File: config.mk
export PLATFORM = sky130hd
export DESIGN_NAME = fixed_block_pool_allocator
export DESIGN_NICKNAME = d
export VERILOG_FILES = /design/src/hw/rtl/fbpa_pkg.sv /design/src/hw/rtl/fbpa_ram.sv /design/src/hw/rtl/fixed_block_pool_allocator.sv
export SDC_FILE = /design/constraint.sdc
export NUM_CORES = 2
export LEC_CHECK = 0
export ABC_AREA = 1
export BUFFER_PORTS_ARGS = -buffer_cell sky130_fd_sc_hd__buf_2
export CAP_MARGIN = 20
export CORE_MARGIN = 2
export CORE_UTILIZATION = 35
export CTS_BUF_LIST = sky130_fd_sc_hd__clkbuf_8
export DETAILED_ROUTE_END_ITERATION = 12
export PLACE_DENSITY = 0.52
export SETUP_SLACK_MARGIN = 0.02
export SLEW_MARGIN = 20
export SYNTH_ARGS = -nofsm -noshare
export SYNTH_HDL_FRONTEND = slang
export SYNTH_SLANG_ARGS = --single-unit
File: constraint.sdc
create_clock -name clk -period 44.4 [get_ports clk]
set_input_delay 2.22 -clock clk [delete_from_list [all_inputs] [get_ports clk]]
set_output_delay 2.22 -clock clk [all_outputs]
set_load 0.01 [all_outputs]
File: src/hw/rtl/fbpa_pkg.sv
// Shared types and constants for the fixed block pool allocator.
// Request modes, result status codes, controller states and register indexes.
// No dependencies.
package fbpa_pkg;

  typedef enum logic [1:0] {
    MODE_SETUP    = 2'd0,
    MODE_ALLOC    = 2'd1,
    MODE_FREE     = 2'd2,
    MODE_TEARDOWN = 2'd3
  } mode_t;

  typedef enum logic [1:0] {
    STAT_OK      = 2'd0,
    STAT_NO_POOL = 2'd1,
    STAT_EMPTY   = 2'd2,
    STAT_RANGE   = 2'd3
  } status_t;

  typedef enum logic [1:0] {
    ST_IDLE,
    ST_POP,
    ST_SWEEP
  } state_t;

  localparam logic CFG_BLOCK_SIZE   = 1'b0;
  localparam logic CFG_TOTAL_BLOCKS = 1'b1;

  localparam int BLOCK_SIZE_W   = 16;
  localparam int TOTAL_BLOCKS_W = 9;
  localparam int INDEX_W        = 8;
  localparam int OFFSET_W       = 24;

  localparam logic [BLOCK_SIZE_W-1:0]   BLOCK_SIZE_RST   = 16'd16;
  localparam logic [TOTAL_BLOCKS_W-1:0] TOTAL_BLOCKS_RST = 9'd256;

endpackage

File: src/hw/rtl/fbpa_ram.sv
// Generic single-port-write, single-port-read RAM with a registered read.
// Used for the free-list link table. No dependencies.
module fbpa_ram #(
  parameter int WIDTH = 9,
  parameter int DEPTH = 256
) (
  input  logic                     clk,
  input  logic                     we,
  input  logic [$clog2(DEPTH)-1:0] waddr,
  input  logic [WIDTH-1:0]         wdata,
  input  logic [$clog2(DEPTH)-1:0] raddr,
  output logic [WIDTH-1:0]         rdata
);

  logic [WIDTH-1:0] mem [DEPTH];

  always_ff @(posedge clk) begin
    if (we) begin
      mem[waddr] <= wdata;
    end
    rdata <= mem[raddr];
  end

endmodule

File: src/hw/rtl/fixed_block_pool_allocator.sv
// Fixed-size block pool allocator kept as a LIFO free list in a link RAM.
// Depends on fbpa_pkg and fbpa_ram.
//
// Usage: requests arrive on the s_ stream, one item per request, with the mode
// in s_tuser and the block index (free only) in s_tdata. Each request gives
// exactly one result item on the m_ stream: status in m_tuser, and the granted
// index, byte offset and free count in m_tdata. block_size and total_blocks
// are written through cfg_we/cfg_index/cfg_data and latched by a set-up.
// Free, tear-down and every rejected request take one cycle; an allocate takes
// two, as the next link has to be read from the link RAM before the head moves.
// A successful set-up writes one link entry per cycle, so it keeps s_tready
// low for total_blocks cycles after its item is accepted; its result is
// already presented meanwhile. One request is in work at a time.
// A new item is taken only while the result register is empty or being
// emptied in the same cycle, so a stalled receiver stalls the input side.
// Reset leaves no pool set up (head null, free count zero) and the
// configuration registers at 16 bytes and 256 blocks; the link RAM is not
// cleared, as a set-up writes every entry it will use.
module fixed_block_pool_allocator
  import fbpa_pkg::*;
#(
  parameter int NUM_BLOCKS = 256
) (
  input  logic        clk,
  input  logic        rst,
  // Request stream
  input  logic        s_tvalid,
  output logic        s_tready,
  input  logic [7:0]  s_tdata,   // [7:0] block_index
  input  logic [1:0]  s_tuser,   // [1:0] mode
  // Result stream
  output logic        m_tvalid,
  input  logic        m_tready,
  output logic [47:0] m_tdata,   // [7:0] granted_index, [31:8] byte_offset,
                                 // [40:32] free_count, [47:41] zero
  output logic [1:0]  m_tuser,   // [1:0] status
  // Configuration
  input  logic        cfg_we,
  input  logic [0:0]  cfg_index,
  input  logic [15:0] cfg_data
);

  localparam int IW = $clog2(NUM_BLOCKS);
  localparam int PW = IW + 1;
  localparam int XW = (PW > TOTAL_BLOCKS_W) ? PW : TOTAL_BLOCKS_W;
  localparam int MW = (PW + BLOCK_SIZE_W > OFFSET_W) ? PW + BLOCK_SIZE_W : OFFSET_W;
  localparam logic [PW-1:0] NULL_PTR = PW'(NUM_BLOCKS);
  localparam logic [XW-1:0] NUM_X    = XW'(NUM_BLOCKS);

  state_t state, state_next;

  logic [BLOCK_SIZE_W-1:0]   block_size;
  logic [TOTAL_BLOCKS_W-1:0] total_blocks;

  logic [PW-1:0]           head, head_next;
  logic [PW-1:0]           free_blocks, free_next;
  logic [BLOCK_SIZE_W-1:0] active_size, size_next;
  logic [PW-1:0]           active_total, total_next;
  logic [IW-1:0]           cnt, cnt_next;

  logic          ram_we;
  logic [IW-1:0] ram_waddr;
  logic [PW-1:0] ram_wdata;
  logic [IW-1:0] ram_raddr;
  logic [PW-1:0] ram_rdata;

  logic                accept;
  logic                out_load;
  status_t             out_status;
  logic [INDEX_W-1:0]  out_index;
  logic [OFFSET_W-1:0] out_offset;
  logic [PW-1:0]       out_free;

  logic [XW-1:0] idx_x;
  logic [XW-1:0] cfg_total_x;
  logic [XW-1:0] head_x;
  logic [PW-1:0] cnt_succ;
  logic [MW-1:0] product;

  function automatic logic [TOTAL_BLOCKS_W-1:0] out_free_9(input logic [PW-1:0] v);
    logic [XW-1:0] w;
    w = XW'(v);
    return w[TOTAL_BLOCKS_W-1:0];
  endfunction

  assign s_tready = (state == ST_IDLE) && (!m_tvalid || m_tready);
  assign accept   = s_tvalid && s_tready;

  assign idx_x       = XW'(s_tdata);
  assign cfg_total_x = XW'(total_blocks);
  assign head_x      = XW'(head);
  assign cnt_succ    = PW'(cnt) + PW'(1);
  assign product     = MW'(head) * MW'(active_size);

  fbpa_ram #(
    .WIDTH(PW),
    .DEPTH(NUM_BLOCKS)
  ) u_link_ram (
    .clk  (clk),
    .we   (ram_we),
    .waddr(ram_waddr),
    .wdata(ram_wdata),
    .raddr(ram_raddr),
    .rdata(ram_rdata)
  );

  always_comb begin
    state_next = state;
    head_next  = head;
    free_next  = free_blocks;
    size_next  = active_size;
    total_next = active_total;
    cnt_next   = cnt;
    ram_we     = 1'b0;
    ram_waddr  = cnt;
    ram_wdata  = (cnt_succ == active_total) ? NULL_PTR : cnt_succ;
    ram_raddr  = head[IW-1:0];
    out_load   = 1'b0;
    out_status = STAT_OK;
    out_index  = '0;
    out_offset = '0;
    out_free   = free_blocks;

    unique case (state)
      ST_IDLE: begin
        if (accept) begin
          out_load = 1'b1;
          unique case (mode_t'(s_tuser))
            MODE_SETUP: begin
              if (block_size == '0 || total_blocks == '0 || cfg_total_x > NUM_X) begin
                out_status = STAT_NO_POOL;
              end else begin
                size_next  = block_size;
                total_next = cfg_total_x[PW-1:0];
                free_next  = cfg_total_x[PW-1:0];
                head_next  = '0;
                cnt_next   = '0;
                out_free   = cfg_total_x[PW-1:0];
                state_next = ST_SWEEP;
              end
            end
            MODE_ALLOC: begin
              if (active_total == '0) begin
                out_status = STAT_NO_POOL;
              end else if (head >= NULL_PTR || free_blocks == '0) begin
                out_status = STAT_EMPTY;
              end else begin
                // The result is produced once the next link comes back.
                out_load   = 1'b0;
                state_next = ST_POP;
              end
            end
            MODE_FREE: begin
              if (active_total == '0) begin
                out_status = STAT_NO_POOL;
              end else if (idx_x >= XW'(active_total)) begin
                out_status = STAT_RANGE;
              end else begin
                ram_we    = 1'b1;
                ram_waddr = idx_x[IW-1:0];
                ram_wdata = head;
                head_next = idx_x[PW-1:0];
                if (free_blocks != NULL_PTR) begin
                  free_next = free_blocks + PW'(1);
                end
                out_free = free_next;
              end
            end
            MODE_TEARDOWN: begin
              if (head >= NULL_PTR) begin
                out_status = STAT_NO_POOL;
              end else begin
                size_next  = '0;
                total_next = '0;
                free_next  = '0;
                head_next  = NULL_PTR;
                out_free   = '0;
              end
            end
          endcase
        end
      end
      ST_POP: begin
        out_load   = 1'b1;
        out_index  = head_x[INDEX_W-1:0];
        out_offset = product[OFFSET_W-1:0];
        head_next  = ram_rdata;
        free_next  = free_blocks - PW'(1);
        out_free   = free_next;
        state_next = ST_IDLE;
      end
      ST_SWEEP: begin
        // Link block cnt to its successor, the last one to the null marker.
        ram_we   = 1'b1;
        cnt_next = cnt_succ[IW-1:0];
        if (cnt_succ == active_total) begin
          state_next = ST_IDLE;
        end
      end
      default: begin
        state_next = ST_IDLE;
      end
    endcase
  end

  always_ff @(posedge clk) begin
    if (rst) begin
      state        <= ST_IDLE;
      head         <= NULL_PTR;
      free_blocks  <= '0;
      active_size  <= '0;
      active_total <= '0;
      cnt          <= '0;
      block_size   <= BLOCK_SIZE_RST;
      total_blocks <= TOTAL_BLOCKS_RST;
      m_tvalid     <= 1'b0;
    end else begin
      state        <= state_next;
      head         <= head_next;
      free_blocks  <= free_next;
      active_size  <= size_next;
      active_total <= total_next;
      cnt          <= cnt_next;
      if (cfg_we) begin
        unique case (cfg_index)
          CFG_BLOCK_SIZE:   block_size   <= cfg_data;
          CFG_TOTAL_BLOCKS: total_blocks <= cfg_data[TOTAL_BLOCKS_W-1:0];
          default:          ;
        endcase
      end
      if (out_load) begin
        m_tvalid <= 1'b1;
      end else if (m_tready) begin
        m_tvalid <= 1'b0;
      end
    end
  end

  always_ff @(posedge clk) begin
    if (out_load) begin
      m_tuser <= out_status;
      m_tdata <= {7'd0, out_free_9(out_free), out_offset, out_index};
    end
  end

  // A result is never loaded over one that the receiver has not yet taken.
  a_no_overwrite: assert property (@(posedge clk) disable iff (rst)
    out_load && m_tvalid |-> m_tready)
    else $error("result register overwritten while still pending");

  // The free count never runs past the pool depth.
  a_free_bound: assert property (@(posedge clk) disable iff (rst)
    free_blocks <= NULL_PTR)
    else $error("free count beyond pool depth");

  // Without a pool the list is empty and nothing is counted free.
  a_no_pool_empty: assert property (@(posedge clk) disable iff (rst)
    state == ST_IDLE && active_total == '0 |-> head == NULL_PTR && free_blocks == '0)
    else $error("list not empty without a pool");

  // The set-up sweep stays inside the configured pool.
  a_sweep_range: assert property (@(posedge clk) disable iff (rst)
    state == ST_SWEEP |-> PW'(cnt) < active_total)
    else $error("set-up sweep beyond pool size");

  // A popped link is either the null marker or a block of the current pool.
  a_link_range: assert property (@(posedge clk) disable iff (rst)
    state == ST_POP |-> ram_rdata == NULL_PTR || ram_rdata < active_total)
    else $error("link table holds a block outside the pool");

endmodule

Yosys cells after proc, flatten, opt, wreduce, memory -nomap -nowiden. Memory sizes are Yosys's and may differ from the RTL's. A register that Yosys moved wholly into a read port is not among the register bits. Cells that the tools add are included.

Memories: 1. Bits in registers: 122. RAM bits: 2304. Output and inout port bits: 52. Input bits: 32.

Bitwise gates (word level): 1. Multiply operators: 1. Reductions and logical operators: 24. Magnitude comparators: 3. Add/sub/neg operators: 3. Muxes and demuxes: 64. Eq/ne operators: 21.

Memories: u_link_ram.mem (depth 256, width 9, read ports 1, clocked after Yosys merged registers in 1, wr ports 1, RTL line fbpa_ram.sv:15) `logic [WIDTH-1:0] mem [DEPTH];`.

Operators by type and width (count): 9-bit two-way mux (19); 8-bit two-way mux (8); 9-bit one-hot mux with 2 select lines (3); 9-bit one-hot mux with 3 select lines (2); 16-bit two-way mux (2); 16-bit one-hot mux with 2 select lines (1); 9-bit zero test (3); 9-bit by 16-bit multiplier with 24-bit output (1); 2-bit two-way mux (9); 3-bit != test, second input constant (6); 16-bit zero test (1); 8-bit one-hot mux with 2 select lines (1); 1-bit two-way mux (14); 2-bit != test, second input constant (5); 8-bit by 1-bit adder with 9-bit output, second input constant (1); 9-bit by 1-bit adder with 9-bit output, second input constant (1); 9-bit equality test (1); 8-bit by 9-bit greater-or-equal comparator with 1-bit output (1); 9-bit greater-or-equal comparator, second input constant (1); 9-bit greater-than comparator, second input constant (1); 9-bit != test, second input constant (1); 9-bit by 1-bit subtractor with 9-bit output, second input constant (1); 2-bit one-hot mux with 2 select lines (2); 2-bit one-hot mux with 4 select lines (1); other kinds (17) (31).

Logic depth before layout (Yosys ltp).
Depth in word-level cells: 8. Gate-level depth with buffers: 26.

By module. A second synthesis with hierarchy kept.

Cell total of the unflattened synthesis: 9368. Area total of the unflattened synthesis: 104611.6 um^2.

Modules (own cells, without submodules): fbpa_ram (cells an instance 7826, instances 1, sequential area each 69366.5 um^2, area an instance 93519.7 um^2); fixed_block_pool_allocator (cells an instance 1542, instances 1, sequential area each 2872.8 um^2, area an instance 11091.9 um^2).

Least setup slack after synthesis. OpenSTA, ideal clock, no wires.

Kind: in2reg. Start: in s_tdata[4]. End: mem u_link_ram.mem[0][0], data pin. Stages on the path: 12. Setup time: 2188 ps. Buffers on the path: 2. Path slack: 28699 ps. Arrival: 13513 ps. Required time: 42212 ps. Cells stage by stage: ha_1 nand2_1 inv_1 nand2_1 nand3_1 nand2_1 nand3_2 nor2_4 nand2_4 buf_6 clkbuf_1 o21ai_0.

Word-level cells in the longest chain between the ends: 6.

Ends and longest elaborated chain: start: declaration (RTL line fixed_block_pool_allocator.sv:29) `input logic [7:0] s_tdata,`; 8-bit by 9-bit greater-or-equal comparator with 1-bit output (RTL line fixed_block_pool_allocator.sv:156) `end else if (idx_x >= XW'(active_total)) begin`; 9-bit two-way mux (RTL line fixed_block_pool_allocator.sv:156); 9-bit two-way mux (RTL line fixed_block_pool_allocator.sv:154) `if (active_total == '0) begin`; 9-bit two-way mux (RTL line fixed_block_pool_allocator.sv:128) `unique case (mode_t'(s_tuser))`; 9-bit two-way mux (RTL line fixed_block_pool_allocator.sv:126) `if (accept) begin`; 9-bit two-way mux (RTL line fixed_block_pool_allocator.sv:124) `unique case (state)`; net ram_wdata[0] (RTL line fixed_block_pool_allocator.sv:63) `logic [PW-1:0] ram_wdata;`; end: declaration (RTL line fbpa_ram.sv:15).

The timed path passes the listed nets, and every way through them passes these cells.

==> results.cfg <==
[die]
num_rows = 200
core_sq_mm = 0.2965
floorplan.die.width_um = 549.6
num_io_pins = 84
die_area_sq_mm = 0.3021
start_util = 0.3514
die_h_um = 549.6

[yosys]
synth_xor_area_frac = 0.0008406
yosysWarnings = 0
netlist_area_sq_mm = 0.1042
synth.area.mux_share = 0
yosysSeqAreaShare = 0.6934
post_synth.cell_area_avg_sq_um = 11.16
synth-simple-area-share = 0.2278
ys_ff_latch = 2435
synth.distinct_cells = 44
synth_top_family_by_area = simple AND/OR/NAND/NOR gates
postSynthCellCount = 9336
synth_fa_ha_area_frac = 0.02532
synth-compound-area-share = 0.01634

[grt]
gr-usage-all-layers = 0.2018
grt_max_degree = 235
grt_pass1_vias = 70420
grt_antenna_before_repair = 11
grt_pass1_wl_mm = 457.3
overflow = 0

[sta]
worst_slew_pin_slew_ns = 1.205
fmax_mhz = 149.8
hold_viol_final = 0
min_period_ns = 6.676
final.setup_skew_ns = 0.07856
tns_ns = 0
fin_crit_sh = 0.1504
maxSlewViolCount = 0
relSlewSlack = 0.1966
setup_viol = 0
rsz0062_at_grt = false

[worst_setup_path]
crit_fanout = 122
worstPathRequired_ns = 45.36
reg2regPathDepth = 15
reg2reg_slack_ns = 37.72
r2r_start = head[0]
cp-end-kind = register
endpoint = u_link_ram.rdata[3]
worst-setup-path-type = reg2reg
startpoint = head[0]
arrival_ns = 7.64
rr_endpoint = u_link_ram.rdata[3]
start_kind = register

[cts]
clock_sinks = 2435
clock_latency_ns = 1.02
numCtsBuffers = 407
clockBufferDepth = 4
clk_pin_slew_ns = 0.07
cts_setup_buffers = 0
cts_resized = 0
h-tree-depth = 5
holdBufCountCts = 0
cts_tree = done
cts-root-buf = clkbuf_8

[run]
max-cap-violations = 0

[pwr]
p_per_area_mw_per_mm2 = 42.07
vdd_drop_max_v = 0.00002024
p_seq_frac = 0.522
swShare = 0.2676
p_clk_frac = 0.377
p_switching_w = 0.001300
leakagePower_nw = 42.04
pwr-share-comb = 0.101
internal-power_w = 0.003559

[placed_design]
placed_cell_area_sq_mm = 0.1082
place.gp.congestion = 0.9017
post-dp-hpwl_mm = 178.4
portBuffers = 76

[finish]
final_nets = 9496
final_layout_size_suffix_gt1_frac = 0.07973
nFillCells = 28808
syn2layout_area_growth_pct = 10.86
stdcell_area_sq_mm = 0.1155

[route]
drt_iter0_drc = 7456
routed_wl_mm = 312.7
vias = 71012
ant_nets = 0
drt-vias-per-instance = 5.236
first_pass_iters = 6
wl_per_cell_um = 23.06
drc = 0

[hold_path]
min_path_cells = 2
hp-class = reg2reg

[status]
status = complete, no violations
-- kinds of logic (layout without fill, tap and decap cells) --
| logic type | Yosys count | count (layout) |
|---|---|---|
| compound gates | 318 | 318 |
| xor+xnor | 10 | 10 |
| fa+ha+maj | 152 | 152 |
| buf+inv | 966 | 1244 |
| flops | 2435 | 2435 |
| other cells | 1 | 9 |
| simple gates | 5454 | 5454 |
-- per-stage QoR --
step	util	cells	setup slack [ns]	hold slack [ns]	power, W
after detailed placement	0.3649	12841	37.32	0.4853	0.003067
after global placement	0.3648	12840	37.33	0.4757	0.003067
after global routing	0.3895	13560	37.25	0.5281	0.005037
after CTS	0.3894	13558	37.80	0.4948	0.004893
final	0.3895	13561	37.72	0.4955	0.004859
after floorplan	-	9342	28.70	0.4520	0.002884
-- metal layers --
metal,up-vias,global-route usage,wire length [um]
met5,-,0,32
met4,4,0.06285,8708
met3,510,0.03540,23180
met2,2776,0.3263,146200
met1,35201,0.2759,134700
li1,32521,-,-
-- cells in the mapped netlist (all sizes together) --
library cell  count  area, sq um
a211oi            9        67.56
a21boi            1        18.77
a21oi           138        724.4
a31oi             3        18.77
buf             195        887.1
clkbuf          418         1569
clkinv            4        16.26
conb              1        3.750
dfxtp            88         1762
edfxtp         2347        70480
fa               98         1962
ha               54        675.7
inv             349         1310
nand2          2698        10260
nand3          2280        11450
nand3b            2        15.01
nand4            31        200.2
nor2            429         1729
nor3              9        45.04
nor4              3        18.77
o211ai            2        15.01
o21a              2        15.01
o21ai           150        758.2
o21bai            2        15.01
o22ai            10        62.56
o31ai             1        7.510
or2               2        12.51
xnor2             3        26.28
xor2              7        61.31
-- power groups by stage --
stage	Sequential (W)	Clock [W]	Combinational, W
3_3_place_gp	0.00258	0	0.000484
6_report	0.00254	0.00183	0.000489
4_1_cts	0.00254	0.00187	0.000486
5_1_grt	0.00254	0.00197	0.000531
3_5_place_dp	0.00258	0	0.000485
2_1_floorplan	0.00258	0	0.000305
-- worst max-delay path, stage by stage, from the launching register on --
cell,delay (ns)
dfxtp_4,0.58
inv_8,0.68
buf_4,0.83
buf_4,0.82
buf_4,0.84
buf_4,0.92
nand2_1,0.11
nand3_1,0.13
nand3_1,0.11
nand3_1,0.19
nand3_1,0.20
nand3_1,0.30
nand3_1,0.12
nand2_1,0.27
nand2_1,0.12
nand2_1,0.09
-- flip-flops by register name, summed over array words and instances (netlist names) --
signal,count
u_link_ram.rdata,9
m_tuser,2
m_tdata,41
state,2
u_link_ram.mem,2304
active_size,16
m_tvalid,1
active_total,9
block_size,16
cfg_total_x,9
head,9
free_blocks,9
cnt,8
-- worst min-delay path by stage --
stage / start / slack (ns) / end
2_1_floorplan: block_size[4] / 0.45 / block_size[4]
3_3_place_gp: cnt[6] / 0.48 / cnt[6]
3_5_place_dp: cnt[6] / 0.49 / cnt[6]
4_1_cts: cnt[6] / 0.49 / cnt[6]
5_1_grt: cnt[6] / 0.53 / cnt[6]
6_report: cnt[6] / 0.50 / cnt[6]
-- final cells by class --
type | count | area [sq um] | share of cell area
timing repair buffer | 174 | 1340 | 0.01160
tap | 3939 | 4928 | 0.04267
clock buffer | 417 | 5739 | 0.04969
antenna | 2 | 5.005 | 0.00004333
multi-input combinational | 5941 | 28350 | 0.2454
inverter | 353 | 1355 | 0.01173
clock inverter | 300 | 1525 | 0.01321
sequential | 2435 | 72260 | 0.6256
-- layout by cell type (no fill, tap or decap), drive strengths merged --
master	instances
nand2	2698
edfxtp	2347
nand3	2280
inv	465
nor2	429
clkbuf	417
buf	174
clkinv	173
o21ai	150
a21oi	138
fa	98
dfxtp	88
ha	54
nand4	31
o22ai	10
bufinv	10
nor3	9
a211oi	9
xor2	7
conb	7
clkinvlp	5
xnor2	3
nor4	3
a31oi	3
diode	2
nand3b	2
or2	2
o21bai	2
o211ai	2
o21a	2
a21boi	1
o31ai	1
Note: power is estimated with default switching activity, not from simulation.
